===== src/rtl/core/lzw_byte_compressor_defines.svh =====
// assertion macros shared by the lzw compressor rtl
// no dependencies
`ifndef LZW_BYTE_COMPRESSOR_DEFINES_SVH
`define LZW_BYTE_COMPRESSOR_DEFINES_SVH

// implication or plain property checked on every clock edge out of reset
`define LZW_ASSERT(lbl, clk, rstn, prop, msg) \
  lbl: assert property (@(posedge clk) disable iff (!rstn) (prop)) else $error(msg);

// condition that must never hold out of reset
`define LZW_NEVER(lbl, clk, rstn, cond, msg) \
  lbl: assert property (@(posedge clk) disable iff (!rstn) !(cond)) else $error(msg);

`endif


===== src/rtl/core/lzw_pkg.sv =====
// shared types and constants of the lzw byte compressor
// no dependencies
package lzw_pkg;

  typedef struct packed {
    logic [7:0] data_byte;
    logic       last_byte;
  } lzw_in_t;

  typedef struct packed {
    logic [7:0] out_byte;
    logic       end_of_run;
    logic       end_of_stream;
  } lzw_out_t;

  typedef struct packed {
    lzw_in_t raw;
    logic    first;
  } lzw_cmd_t;

  typedef struct packed {
    logic clearing;
  } lzw_stat_t;

  localparam int unsigned FIRST_CODE = 256;
  localparam int unsigned EP_W       = 4;
  localparam logic [7:0] LZW_HDR [4] = '{8'h4C, 8'h5A, 8'h57, 8'h31};

endpackage


===== src/rtl/core/lzw_front.sv =====
// front end: accepts input transactions, tags stream starts, two-entry queue
// depends on lzw_pkg
module lzw_front (
  input  logic              clk_i,
  input  logic              rst_ni,
  input  logic              push_i,
  output logic              full_o,
  input  lzw_pkg::lzw_in_t  in_item_i,
  input  lzw_pkg::lzw_stat_t stat_i,
  output logic              cmd_valid_o,
  output lzw_pkg::lzw_cmd_t cmd_o,
  input  logic              cmd_pop_i
);
  import lzw_pkg::*;

  lzw_cmd_t   buf_q [2];
  logic       rd_q, rd_d, wr_q, wr_d;
  logic [1:0] cnt_q, cnt_d;
  logic       open_q, open_d;
  logic       acc, pop;

  assign full_o      = (cnt_q == 2'd2) | stat_i.clearing;
  assign acc         = push_i & ~full_o;
  assign cmd_valid_o = (cnt_q != 2'd0);
  assign pop         = cmd_pop_i & cmd_valid_o;
  assign cmd_o       = buf_q[rd_q];

  always_comb begin
    open_d = open_q;
    rd_d   = rd_q;
    wr_d   = wr_q;
    cnt_d  = cnt_q;
    if (acc) begin
      open_d = ~in_item_i.last_byte;
      wr_d   = ~wr_q;
    end
    if (pop) begin
      rd_d = ~rd_q;
    end
    if (acc && !pop) begin
      cnt_d = cnt_q + 2'd1;
    end else if (pop && !acc) begin
      cnt_d = cnt_q - 2'd1;
    end
  end

  always_ff @(posedge clk_i) begin
    if (acc) begin
      buf_q[wr_q] <= '{raw: in_item_i, first: ~open_q};
    end
  end

  always_ff @(posedge clk_i or negedge rst_ni) begin
    if (!rst_ni) begin
      open_q <= 1'b0;
      rd_q   <= 1'b0;
      wr_q   <= 1'b0;
      cnt_q  <= 2'd0;
    end else begin
      open_q <= open_d;
      rd_q   <= rd_d;
      wr_q   <= wr_d;
      cnt_q  <= cnt_d;
    end
  end

endmodule


===== config.mk =====
export PLATFORM = sky130hd
export DESIGN_NAME = lzw_front
export DESIGN_NICKNAME = d
export VERILOG_FILES = /design/src/rtl/core/lzw_byte_compressor_defines.svh /design/src/rtl/core/lzw_pkg.sv /design/src/rtl/core/lzw_front.sv
export SDC_FILE = /design/constraint.sdc
export NUM_CORES = 1
export LEC_CHECK = 0
export BUFFER_PORTS_ARGS = -buffer_cell sky130_fd_sc_hd__buf_2
export CORE_MARGIN = 10
export CORE_UTILIZATION = 45
export CTS_BUF_LIST = sky130_fd_sc_hd__clkbuf_16
export DETAILED_ROUTE_END_ITERATION = 8
export PLACE_DENSITY = 0.7
export SLEW_MARGIN = 30
export SYNTH_ARGS = -nofsm -noshare
export SYNTH_HDL_FRONTEND = slang
export SYNTH_SLANG_ARGS = --single-unit

===== constraint.sdc =====
create_clock -name clk_i -period 2.2 [get_ports clk_i]
set_clock_uncertainty 0.15 [all_clocks]
set_input_delay 0.44 -clock clk_i [delete_from_list [all_inputs] [get_ports clk_i]]
set_output_delay 0.44 -clock clk_i [all_outputs]
set_load 0.005 [all_outputs]

==> impl_metrics.ini <==
[die]
fp-row-count = 16
die-area_um2 = 4424
start_util_pct = 48.63
ios = 26
dieWidth_um = 66.51
core_um2 = 2002
die_height_um = 66.51

[drt]
wl_um = 1467
wl_per_cell_um = 13.34
via_per_inst = 4.655
dr.pass1.iters = 4
vias = 512
drt_iter0_markers = 7
drc = 0
drt.antenna.violating_nets = 0

[synth]
yosysSeqAreaShare_pct = 74.55
synth_cell_type_count = 18
synth_area_um2 = 973.4
synth_fp_nets = 68
yosys_warnings = 0
synth_cells = 53
synth.top_cells.by_area = edfxtp_1, dfrtp_1, mux2_2
synth_top_area_cell = edfxtp_1
synth.avg_cell_area_um2 = 18.37
ys_ff_latch = 25
synth.top_cell.area_share_pct = 61.70

[power]
pwr-share-seq_pct = 48.7
power_density_nw_per_um2 = 1170
p_int_mw = 1.074
leakagePower_nw = 0.4977
switching_share_pct = 24.76
pwr-share-clk_pct = 26.4
ir_drop_v = 0.0007324
p_sw_uw = 353.3
power_frac_comb_pct = 24.8

[cells_and_area]
fin_cells = 110
diodes = 0
syn2layout_area_growth_pct = 25.32
multi_input_area_um2 = 227.7
num-fill-cells = 164
nNetsFinal = 99
register_area_um2 = 725.7
drive_gt1_share_pct = 49.40
design_area_um2 = 1220

[critical_path]
startpoint_type = flop
crit_arrival_ns = 1.39
crit_chain = mux2_2, buf_2
cp-end-kind = output pin
crit_buf_inv = 1
critPathSlowestCell = dfrtp_1
worstSetupPathType = flop to output pin
critical_path.top_delay_family = flip-flops
crit_required_ns = 1.61
r2r_slack_ns = 0.42
path_max_fanout = 11
cpPeakStageDelay_ns = 0.63

[grt]
antenna_found_initial = 0
grt-ovfl-total = 0
grt_usage_pct = 6.887
grt_pass1_wl_um = 2394
grt_max_degree = 14
grt_pass1_vias = 565

[sta]
hold_viol = 0
slew_viol_final = 0
tightestPinTransition_ns = 0.4753
slew_headroom_pct = 68.31
fin_crit_ns = 1.984
final.setup.tns_ns = 0
grt_setup_unrepaired = no
fin_crit_sh_pct = 90.20
finalSetupViolCount = 0
max_clock_freq_mhz = 503.9
holdWs_ns = 0.2284

[placed_design]
placed_cells = 105
routabilityCongestion = 0.6988
numPortBuffers = 25
place_area_um2 = 1131
dp_hpwl_um = 1134

[flow_run]
cap_violations = 0

[clock_network]
htree_num_levels = 1
root_buffer = clkbuf_16
path_clk_slew_ns = 0.06
cts-resized-gates = 0
cts_hold_buf = 1
clkLatencyLatePin_ns = 0.25
cts_buffers = 3
cts_sinks = 25
cts_tree = done
cts_setup_buffers = 0
clockBufferDepth = 2

[status]
status = completed

[min_path]
hp-class = input pin to flop
-- through the flow --
stage	util, %	setup slack (ns)	total power, mW
final	60.94	0.2156	1.427
after global routing	60.94	0.1298	1.517
after CTS	60.94	0.1888	1.449
after detailed placement	56.50	0.3778	1.068
after global placement	56.50	0.4016	1.062
after floorplan	-	0.3967	0.9323
-- placed cells by master (no fill, tap or decap) --
| master | synthesis | final |
|---|---|---|
| dfrtp_1 | 5 | 5 |
| clkbuf_16 | 0 | 3 |
| and2_1 | 1 | 1 |
| inv_1 | 1 | 2 |
| dlygate4sd3_1 | 0 | 1 |
| ha_1 | 1 | 1 |
| xor2_1 | 3 | 3 |
| nand2_1 | 1 | 1 |
| nor2b_1 | 1 | 1 |
| xnor2_1 | 2 | 2 |
| and3b_1 | 1 | 1 |
| mux2i_1 | 1 | 1 |
| edfxtp_1 | 20 | 20 |
| nand2b_1 | 1 | 1 |
| buf_4 | 0 | 2 |
| or2b_1 | 1 | 1 |
| nor2_1 | 1 | 1 |
| mux2_2 | 10 | 10 |
| buf_2 | 1 | 25 |
| or2_2 | 1 | 1 |
-- cell usage after synthesis --
library cell	number
xnor2_1	2
buf_2	1
nor2_1	1
and2_1	1
or2b_1	1
xor2_1	3
buf_6	1
edfxtp_1	20
mux2i_1	1
and3b_1	1
inv_1	1
or2_2	1
mux2_2	10
nor2b_1	1
nand2b_1	1
dfrtp_1	5
ha_1	1
nand2_1	1
-- routing by layer --
| metal | wire length (um) | track usage, % | vias up |
|---|---|---|---|
| met5 | 0 | 0 | - |
| met4 | 0 | 1.571 | 0 |
| met3 | 141 | 4.515 | 0 |
| met2 | 725 | 11.24 | 17 |
| met1 | 600 | 7.242 | 245 |
| li1 | - | - | 250 |
-- state kept, by name (all words and copies together), names as in the netlist --
register,count
wr_q,1
cnt_q,2
rd_q,1
buf_q,20
open_q,1
-- layout make-up --
class / instances / share of cell area, %
tap: 27 / 2.769
clock buffer: 3 / 6.154
timing repair buffer: 28 / 12.31
inverter: 1 / 0.3077
sequential: 25 / 59.49
clock inverter: 1 / 0.3077
multi-input combinational: 25 / 18.67
-- worst paths after layout --
| check | from | endpoint | cells after the start |
|---|---|---|---|
| max | rd_q | cmd_o[0] | 2 |
| min reg2reg | cnt_q[1] | cnt_q[1] | 1 |
| min | in_item_i[2] | buf_q[0][3] | 1 |
| max reg2reg | cnt_q[0] | buf_q[1][6] | 3 |
| min in group asynchronous | rst_ni | wr_q | 2 |
| max in group asynchronous | rst_ni | rd_q | 2 |
-- logic make-up after synthesis --
kind of cell	Yosys count	synth area share, %
AND/OR/NAND/NOR	8	5.014
buffers and inverters	3	2.056
adder cells (fa/ha/maj)	1	1.285
XOR/XNOR	5	4.500
multiplexers	11	12.60
flip-flops	25	74.55
-- worst reg2reg max path, delay by kind of cell (launching register included) --
| family | cells | cell delay (ns) |
|---|---|---|
| simple gates | 3 | 0.87 |
| flops | 1 | 0.40 |
-- power by group through the flow --
| stage | Sequential, mW | Combinational (mW) | Clock [mW] |
|---|---|---|---|
| 3_3_place_gp | 0.704 | 0.359 | 0 |
| 3_5_place_dp | 0.706 | 0.363 | 0 |
| 5_1_grt | 0.709 | 0.398 | 0.409 |
| 6_report | 0.696 | 0.354 | 0.377 |
| 2_1_floorplan | 0.662 | 0.271 | 0 |
| 4_1_cts | 0.699 | 0.365 | 0.385 |
Power figures use the tool's default switching activity.
