===== config.mk =====
export PLATFORM = sky130hd
export DESIGN_NAME = lzw_ofifo
export DESIGN_NICKNAME = d
export VERILOG_FILES = /design/src/rtl/core/lzw_byte_compressor_defines.svh /design/src/rtl/core/lzw_pkg.sv /design/src/rtl/core/lzw_ofifo.sv
export SDC_FILE = /design/constraint.sdc
export NUM_CORES = 1
export LEC_CHECK = 0
export BUFFER_PORTS_ARGS = -buffer_cell sky130_fd_sc_hd__buf_2
export CORE_AREA = 2 2 48 83
export CTS_CLUSTER_DIAMETER = 50
export DETAILED_ROUTE_END_ITERATION = 10
export DIE_AREA = 0 0 50 85
export PLACE_DENSITY_LB_ADDON = 0.3
export SYNTH_ARGS = -nofsm -noshare
export SYNTH_HDL_FRONTEND = slang
export SYNTH_SLANG_ARGS = --single-unit

===== constraint.sdc =====
create_clock -name clk_i -period 2.74 [get_ports clk_i]
set_clock_uncertainty 0.15 [all_clocks]
set_input_delay 0.411 -clock clk_i [delete_from_list [all_inputs] [get_ports clk_i]]
set_output_delay 0.411 -clock clk_i [all_outputs]
set_load 0.01 [all_outputs]

===== src/rtl/core/lzw_byte_compressor_defines.svh =====
// assertion macros shared by the lzw compressor rtl
// no dependencies
`ifndef LZW_BYTE_COMPRESSOR_DEFINES_SVH
`define LZW_BYTE_COMPRESSOR_DEFINES_SVH

// implication or plain property checked on every clock edge out of reset
`define LZW_ASSERT(lbl, clk, rstn, prop, msg) \
  lbl: assert property (@(posedge clk) disable iff (!rstn) (prop)) else $error(msg);

// condition that must never hold out of reset
`define LZW_NEVER(lbl, clk, rstn, cond, msg) \
  lbl: assert property (@(posedge clk) disable iff (!rstn) !(cond)) else $error(msg);

`endif


===== src/rtl/core/lzw_pkg.sv =====
// shared types and constants of the lzw byte compressor
// no dependencies
package lzw_pkg;

  typedef struct packed {
    logic [7:0] data_byte;
    logic       last_byte;
  } lzw_in_t;

  typedef struct packed {
    logic [7:0] out_byte;
    logic       end_of_run;
    logic       end_of_stream;
  } lzw_out_t;

  typedef struct packed {
    lzw_in_t raw;
    logic    first;
  } lzw_cmd_t;

  typedef struct packed {
    logic clearing;
  } lzw_stat_t;

  localparam int unsigned FIRST_CODE = 256;
  localparam int unsigned EP_W       = 4;
  localparam logic [7:0] LZW_HDR [4] = '{8'h4C, 8'h5A, 8'h57, 8'h31};

endpackage


===== src/rtl/core/lzw_ofifo.sv =====
// result queue between the back end and the pop side, four entries
// depends on lzw_pkg
module lzw_ofifo (
  input  logic              clk_i,
  input  logic              rst_ni,
  input  logic              wr_i,
  input  lzw_pkg::lzw_out_t wdata_i,
  output logic              wfull_o,
  input  logic              pop_i,
  output logic              empty_o,
  output lzw_pkg::lzw_out_t out_item_o
);
  import lzw_pkg::*;

  lzw_out_t   buf_q [4];
  logic [1:0] rd_q, wr_q;
  logic [2:0] cnt_q, cnt_d;
  logic       wr, rd;

  assign wfull_o    = (cnt_q == 3'd4);
  assign empty_o    = (cnt_q == 3'd0);
  assign wr         = wr_i & ~wfull_o;
  assign rd         = pop_i & ~empty_o;
  assign out_item_o = buf_q[rd_q];

  always_comb begin
    cnt_d = cnt_q;
    if (wr && !rd) begin
      cnt_d = cnt_q + 3'd1;
    end else if (rd && !wr) begin
      cnt_d = cnt_q - 3'd1;
    end
  end

  always_ff @(posedge clk_i) begin
    if (wr) begin
      buf_q[wr_q] <= wdata_i;
    end
  end

  always_ff @(posedge clk_i or negedge rst_ni) begin
    if (!rst_ni) begin
      rd_q  <= 2'd0;
      wr_q  <= 2'd0;
      cnt_q <= 3'd0;
    end else begin
      cnt_q <= cnt_d;
      if (wr) begin
        wr_q <= wr_q + 2'd1;
      end
      if (rd) begin
        rd_q <= rd_q + 2'd1;
      end
    end
  end

endmodule


==> results.cfg, run 1 <==
[yosys]
avgSynthCellArea_um2 = 21.6
yosysSeqAreaShare_pct = 73.3
ys_ff_latch = 47
yosysWarnings = 0
synth.distinct_cells = 20
synth_area_um2 = 1880
syn-num-nets = 107
synth_cells = 87

[clocking]
cts_made_buffers = 5
clock_path_buffers = 2
clkTransAtPathRegs_ns = 0.08
worst_skew_pair.late_latency_ns = 0.29
root_buffer = clkbuf_8
htree_levels = 2
cts_sinks = 47
postCtsResizedCells = 0
cts_tree = done

[placement]
io_buffers = 25
postPlaceCellArea_um2 = 2040
routabilityCongestion = 0.749
dp_hpwl_um = 1850

[finish]
diodes = 0
nNetsFinal = 138
multi_input_area_um2 = 467
layout_commonest_cell = edfxtp_1
drive_gt1_share_pct = 41.2
fin_area_um2 = 2130
area.growth.synth_to_final_pct = 13.7
utilization_pct = 59.4
layout_common_cells = 40 x edfxtp_1, 25 x buf_2, 10 x mux4_2
fillers = 278
final-seq-area_um2 = 1380

[global_route]
grt-ovfl-total = 0
grt_max_degree = 14
antenna_found_initial = 0
track_usage_pct = 14.6
grt_pass1_wl_um = 4530
grt_pass1_vias = 923

[sta]
finalCritPeriodShare_pct = 80.8
fin_crit_ns = 2.21
finalMaxSlewViolations = 0
max_freq_mhz = 452
hold_viol = 0
fin_setup_tns_ns = 0
worstMarginPinSlew_ns = 0.511
setup_viol = 0
slew_headroom_pct = 66.0
rsz0062_at_grt = false

[die]
core_um2 = 3590
rows = 29
die_w_um = 50
ios = 26
start_util_pct = 52.3
die_area_um2 = 4250
die_h_um = 85

[run_status]
status = complete, no violations

[detailed_routing]
avgViaCountPerCell = 5.09
wire_per_inst_um = 15.9
drt_iter0_drc = 24
drc = 0
detail_route.first_pass.iterations = 4
ant_nets = 0
vias = 840
routed_wl_um = 2630

[worst_setup_path]
cp_max_fo = 4
worstPathArrival_ns = 2.28
cp-start-kind = flop
cpPeakStageDelay_ns = 0.46
crit_path_end_kind = flop
critical_path_class = flop to flop
required_ns = 2.81
cp_common_cell = xor2_1
path_cells = nor3_1 -> nand2b_1 -> ha_1 -> inv_1 -> fa_1 -> xor2_1 -> nor2_1 -> xor2_1
crit_slowest_cell = dfrtp_1

[pwr]
vdd_drop_max_mv = 0.633
comb_power_share_pct = 32.8
seqPwrFrac_pct = 49.9
powerDensity_nw_per_um2 = 1010
power.switching_uw = 645
p_sw_share_pct = 29.8
power_leakage_uw = 0.000783
clockPowerShare_pct = 17.3
p_int_uw = 1520

[job]
cap_violations = 0

[hold_path]
hp-class = input port to flop
==> cell usage after synthesis <==
master	count	area, µm²
nor2_1	1	3.75
xor2_1	2	17.5
edfxtp_1	40	1200
ha_1	5	62.6
nand2b_1	1	6.26
nor3_1	1	5.00
nor3b_4	1	18.8
and2_2	4	30.0
mux2_4	1	15.0
mux4_2	10	225
nand3b_1	1	7.51
buf_4	1	7.51
buf_6	1	11.3
fa_1	1	20.0
xnor2_1	4	35.0
inv_1	3	11.3
nor2b_2	1	8.76
buf_2	1	5.00
mux2_2	1	11.3
dfrtp_1	7	175
==> state kept, by name, summed over array words and instances, names as in the netlist <==
signal,flops
rd_q,2
buf_q,40
wr_q,2
cnt_q,3
==> final cells by class <==
type	count	share of cell area, %
Sequential cell	47	64.5
Multi-Input combinational cell	34	21.9
Timing Repair Buffer	27	6.68
Clock buffer	6	3.40
Tap cell	46	2.70
Inverter	3	0.528
Clock inverter	2	0.352
==> routing by layer <==
layer | wire length [µm] | vias to the layer above | part of all wire, % | GRT usage (%)
met2 | 1430 | 23 | 54 | 23.8
met1 | 1040 | 417 | 39 | 18.2
met4 | 38 | 0 | 1.4 | 6.06
met5 | 0 | - | 0 | 0
met3 | 124 | 4 | 4.7 | 3.87
li1 | - | 396 | - | -
==> worst max-delay path, delay by kind of cell (launching register included) <==
kind / cells / cell delay (ns)
and+or+nand+nor: 3 / 0.57
adders and majority gates: 2 / 0.57
DFF: 1 / 0.46
xor gates and xnor gates: 2 / 0.32
buffers and inverters: 1 / 0.06
==> through the flow <==
stage	setup WS (ns)	hold slack [ns]	total power, µW	cells
final	0.526	0.183	2160	165
after global routing	0.290	0.178	2310	165
after CTS	0.503	0.171	2210	165
after detailed placement	0.507	0.105	1830	156
after global placement	0.600	0.101	1790	156
after floorplan	0.510	-0.0346	1600	87
==> timing repair <==
item	CTS	global route
endpoints found under the hold margin	7	0
hold buffers	1	0
setup buffers	0	0
setup endpoints to repair	0	0
==> power by group through the flow <==
stage	registers [µW]	clock network (µW)	logic, µW
after global placement	1090	0	706
final	1080	375	709
after floorplan	1050	0	556
after detailed placement	1100	0	730
after CTS	1080	393	731
after global routing	1100	420	788
==> cell families (layout without fill, tap and decap cells) <==
kind of cell / Yosys count / after routing / synth area share [%]
muxes: 12 / 12 / 13.4
xor gates and xnor gates: 6 / 6 / 2.80
adders and majority gates: 6 / 6 / 4.40
buffers and inverters: 6 / 38 / 1.87
and+or+nand+nor: 10 / 10 / 4.26
DFF: 47 / 47 / 73.3
==> worst paths after layout <==
check                      startpoint           to  slack (ns)  cells past startpoint
setup / recovery             cnt_q[0]     cnt_q[2]        0.53                      8
hold / removal             wdata_i[4]  buf_q[1][4]        0.18                      1
setup reg to reg             cnt_q[0]     cnt_q[2]        0.53                      8
hold reg to reg              cnt_q[2]     cnt_q[2]        0.36                      1
max in group asynchronous      rst_ni      rd_q[0]        1.94                      2
min in group asynchronous      rst_ni     cnt_q[1]        0.33                      2
Power figures use the tool's default switching activity.
==> run 2: changes to the inputs <==
==> constraint.sdc (replaced) <==
create_clock -name clk_i -period 2.1 [get_ports clk_i]
set_clock_uncertainty 0.15 [all_clocks]
set_input_delay 0.315 -clock clk_i [delete_from_list [all_inputs] [get_ports clk_i]]
set_output_delay 0.315 -clock clk_i [all_outputs]
set_load 0.01 [all_outputs]
==> run 2 against run 1 <==
Die area unchanged. Final cell count up 4.2%. Total power up 43%. Non-clock buffer count up 7. Wire length up 9.5%. Sequential share of layout area down 3.5 points. Worst hold slack worse by 0.097 ns. Clock-buffer cell count up 2. Utilization up 3.6 points. Global-route usage up 1.9 points.
==> results.cfg, run 2 (same netlist as run 1, synthesis figures left out) <==
[detailed_routing]
drc = 0
vias = 890
detail_route.first_pass.iterations = 4
avgViaCountPerCell = 5.17
drt_iter0_drc = 26
routed_wl_um = 2880
ant_nets = 0
wire_per_inst_um = 16.8

[job]
cap_violations = 0

[sta]
max_freq_mhz = 488
rsz0062_at_grt = false
hold_ws_ns = 0.0857
finalCritPeriodShare_pct = 97.6
worstMarginPinSlew_ns = 0.469
setup_viol = 0
fin_crit_ns = 2.05
slew_headroom_pct = 68.8
finalMaxSlewViolations = 0
hold_viol = 0

[global_route]
track_usage_pct = 16.5
antenna_found_initial = 0
grt_max_degree = 14
grt-ovfl-total = 0
grt_pass1_wl_um = 4840
grt_pass1_vias = 993

[finish]
diodes = 0
top_regs = buf_q: 40 flops, cnt_q: 3 flops
area.growth.synth_to_final_pct = 20.6
layout_commonest_cell = edfxtp_1
utilization_pct = 63.0
nNetsFinal = 145
layout.cells.non_filler = 172
largest_reg_flops = 40
layout_common_cells = 40 x edfxtp_1, 25 x buf_2, 10 x mux4_2
fin_area_um2 = 2260
registers.top_by_ff_count = buf_q
drive_gt1_share_pct = 52.4

[clocking]
clkTransAtPathRegs_ns = 0.08
cts_made_buffers = 5
cts_tree = done
worst_skew_pair.late_latency_ns = 0.29
htree_levels = 2
clock_path_buffers = 2
root_buffer = clkbuf_8
cts_sinks = 47

[placement]
postPlaceCellArea_um2 = 2080
placedCellCount = 157
io_buffers = 25
routabilityCongestion = 0.676
dp_hpwl_um = 2030

[die]
rows = 29
ios = 26
die_h_um = 85
die_w_um = 50
start_util_pct = 52.3
die_area_um2 = 4250
core_um2 = 3590

[worst_setup_path]
worstPathArrival_ns = 2.08
path_cells = buf_6 -> nor3b_4 -> nor2b_2 -> ha_4 -> inv_2 -> fa_2 -> mux2_2
worst-path-buf-inv = 2
cpPeakStageDelay_ns = 0.43
critical_path_class = flop to flop
crit_slowest_cell = dfrtp_2
cp-start-kind = flop
required_ns = 2.13
crit_path_end_kind = flop
cp_max_fo = 2
cpLargestDelayFamily = adder cells

[hold_path]
hp-class = input port to flop

[run_status]
status = complete, no violations

[pwr]
powerDensity_nw_per_um2 = 1370
power_leakage_uw = 0.000837
finalPower_uw = 3100
vdd_drop_max_mv = 1.01
[run 2: cell types whose count changed in the layout (fill, tap and decap cells not counted), sizes merged]
cell | previous run | this run
clkinv | 2 | 0
buf | 26 | 33
clkbuf | 6 | 8
[run 2: cell type report]
type	count	area, µm²
clock buffers	8	100
flip-flops and latches	47	1380
well taps	46	57.6
repair buffers	34	215
inverters	3	11.3
fillers	251	1330
multi-input cells	34	500
[run 2: worst register-to-register path, cell delays in order, from the launching register on]
cell     delay [ns]
dfrtp_2        0.43
buf_6          0.13
nor3b_4        0.23
nor2b_2        0.09
ha_4           0.17
inv_2          0.05
fa_2           0.42
mux2_2         0.27
[run 2: per-layer routing]
| layer | track usage [%] | wire length, µm | vias to the layer above |
|---|---|---|---|
| met3 | 4.58 | 113 | 6 |
| li1 | - | - | 409 |
| met2 | 28.7 | 1640 | 21 |
| met4 | 9.09 | 78 | 0 |
| met5 | 0 | 0 | - |
| met1 | 17.4 | 1050 | 454 |
[run 2: repair_timing]
action / in CTS / in global routing
hold buffers: 1 / 0
gates cloned: 0 / 0
resized for setup: 5 / 4
hold endpoints to repair: 7 / 0
buffers inserted: 5 / 1
endpoints found under the setup margin: 2 / 4
pin swaps: 4 / 4
[run 2: final timing paths]
path	start	endpoint	slack, ns	cells after the start
setup / recovery	cnt_q[0]	cnt_q[1]	0.05	7
setup reg to reg	cnt_q[0]	cnt_q[1]	0.05	7
min in group asynchronous	rst_ni	cnt_q[1]	0.22	2
hold / removal	wdata_i[0]	buf_q[0][0]	0.09	1
max in group asynchronous	rst_ni	cnt_q[0]	1.40	2
hold reg to reg	rd_q[0]	rd_q[0]	0.37	1
[run 2: report_power, final]
part | internal (µW) | leakage [µW] | switching [µW]
combinational | 625 | 0.000341 | 493
clock | 300 | 0.0000515 | 271
sequential | 1270 | 0.000445 | 148
total | 2190 | 0.000837 | 911
[run 2: stage by stage]
| step | setup WS [ns] | setup TNS, ns |
|---|---|---|
| finish | 0.0500 | 0 |
| global route | 0.00736 | 0 |
| CTS | 0.00818 | 0 |
| detailed placement | -0.137 | -0.137 |
| global placement | 0.0610 | 0 |
| floorplan | 0.00331 | 0 |
==> run 3: changes to the inputs <==
--- a/config.mk
+++ b/config.mk
@@ -6,10 +6,12 @@
 export NUM_CORES = 1
 export LEC_CHECK = 0
 export BUFFER_PORTS_ARGS = -buffer_cell sky130_fd_sc_hd__buf_2
-export CORE_AREA = 2 2 48 83
+export CELL_PAD_IN_SITES_DETAIL_PLACEMENT = 1
+export CELL_PAD_IN_SITES_GLOBAL_PLACEMENT = 2
+export CORE_AREA = 2 2 54 94
 export CTS_CLUSTER_DIAMETER = 50
 export DETAILED_ROUTE_END_ITERATION = 10
-export DIE_AREA = 0 0 50 85
+export DIE_AREA = 0 0 56 96
 export PLACE_DENSITY_LB_ADDON = 0.3
 export SYNTH_ARGS = -nofsm -noshare
 export SYNTH_HDL_FRONTEND = slang
==> run 3 against run 2 <==
Final cell count rose by 5.8%. Via count rose by 1.6%. Clock power fell by 14%. Total power fell by 0.29%. Die area rose by 26%. Wire length rose by 9.4%. First-iteration DRC count fell by 58%. Global-route usage fell by 3.5 points. Sequential cell count did not move. Setup slack got worse by 0.029 ns. Sequential power barely moved. Critical endpoint unchanged. Combinational power rose by 4%.
==> results.cfg, run 3 (same netlist as run 1, synthesis figures left out) <==
[finish]
diodes = 0
multi_input_area_um2 = 505
final-seq-area_um2 = 1380
nNetsFinal = 149
layout_common_cells = 40 x edfxtp_1, 25 x buf_2, 10 x mux4_2
largest_reg_flops = 40
fillers = 451
drive_gt1_share_pct = 53.1
area.growth.synth_to_final_pct = 21.9
registers.top_by_ff_count = buf_q
layout.cells.non_filler = 182
layout_commonest_cell = edfxtp_1
top_regs = buf_q: 40 flops, cnt_q: 3 flops
utilization_pct = 49.5

[pwr]
comb_power_share_pct = 38.0
seqPwrFrac_pct = 46.2
p_int_uw = 2160
power_leakage_uw = 0.000849
powerDensity_nw_per_um2 = 1350
vdd_drop_max_mv = 0.747
p_sw_share_pct = 30.1
power.switching_uw = 931
clockPowerShare_pct = 15.8
finalPower_uw = 3090

[detailed_routing]
wl_met1_um = 1120
avgViaCountPerCell = 4.97
ant_nets = 0
detail_route.first_pass.iterations = 4
wl_met3_um = 112
wire_per_inst_um = 17.3
drt_iter0_drc = 11
routed_wl_um = 3150
wl_met2_um = 1880
vias = 904
drc = 0
top_layer_used = met4

[clocking]
cts_made_buffers = 5
cts_tree = done
htree_levels = 2
root_buffer = clkbuf_8
worst_skew_pair.late_latency_ns = 0.29
cts_sinks = 47
clock_path_buffers = 2
clkTransAtPathRegs_ns = 0.07

[global_route]
antenna_found_initial = 0
grt-ovfl-total = 0
grt_pass1_vias = 1024
track_usage_pct = 13.0
grt_pass1_wl_um = 5100
grt_max_degree = 14

[die]
die_area_um2 = 5380
core_um2 = 4620
die_h_um = 96
die_w_um = 56
start_util_pct = 40.6
rows = 33
ios = 26

[placement]
placedCellCount = 163
routabilityCongestion = 0.658
io_buffers = 25
dp_hpwl_um = 2140

[sta]
max_freq_mhz = 481
finalMaxSlewViolations = 0
slew_headroom_pct = 62.8
hold_viol = 0
setup_viol = 0
worstMarginPinSlew_ns = 0.559
finalCritPeriodShare_pct = 99.0
rsz0062_at_grt = true
fin_crit_ns = 2.08

[worst_setup_path]
r2r-start = cnt_q[1]
crit_end = cnt_q[1]
crit_path_end_kind = flop
cp-start-kind = flop
ff2ff_setup_slack_ns = 0.02
required_ns = 2.13
r2r-end = cnt_q[1]
worstPathArrival_ns = 2.11
cp_max_fo = 3
startpoint = cnt_q[1]
critical_path_class = flop to flop
r2r_cells = 7

[hold_path]
hp-class = input port to flop
hp-start = wdata_i[6]

[job]
cap_violations = 0

[run_status]
status = complete, no violations
-- run 3: power groups by stage --
stage | clock (µW) | sequential [µW] | combinational (µW)
finish | 490 | 1430 | 1170
global route | 528 | 1460 | 1280
CTS | 502 | 1430 | 1160
detailed placement | 0 | 1470 | 1010
global placement | 0 | 1440 | 976
floorplan | 0 | 1380 | 731
-- run 3: layer usage --
layer | global-route usage (%) | up-vias
li1 | - | 417
met1 | 12.5 | 462
met2 | 26.3 | 20
met3 | 2.82 | 5
met4 | 4.76 | 0
met5 | 0 | -
-- run 3: critical path: stages (launching register included) --
cell and delay, ns:
dfrtp_2 0.44, buf_6 0.14, nor3b_4 0.25, nor2b_4 0.08, ha_4 0.17, inv_2 0.05
fa_2 0.43, mux2_2 0.26
-- run 3: cell type report --
cell class	count	share of cell area [%]
clock buffers	8	3.50
inverters	3	0.492
multi-input cells	34	22.1
well taps	52	2.84
repair buffers	38	10.7
flip-flops and latches	47	60.4
-- run 3: worst min-delay path by stage --
stage	end	cells after the start	slack, ns
after CTS	buf_q[0][0]	1	0.09
after detailed placement	cnt_q[1]	1	0.01
after global placement	cnt_q[1]	1	0.007
final	buf_q[3][6]	1	0.09
after global routing	buf_q[1][3]	1	0.09
after floorplan	cnt_q[0]	0	-0.13
-- run 3: repair_timing --
action | 4_1_cts | 5_1_grt
setup buffers | 8 | 2
gates resized for setup | 6 | 5
setup endpoints to repair | 2 | 5
hold buffers | 1 | 0
endpoints found under the hold margin | 7 | 0
pin swaps | 4 | 6
-- run 3: per-stage QoR --
stage | area [µm²] | setup slack [ns] | TNS, ns | hold slack (ns)
after floorplan | 1890 | 0.00331 | 0 | -0.131
after global placement | 2080 | 0.0445 | 0 | 0.00667
after detailed placement | 2080 | -0.138 | -0.138 | 0.0116
after CTS | 2260 | 0.00221 | 0 | 0.0852
after global routing | 2290 | -0.0442 | -0.0842 | 0.0869
final | 2290 | 0.0205 | 0 | 0.0895
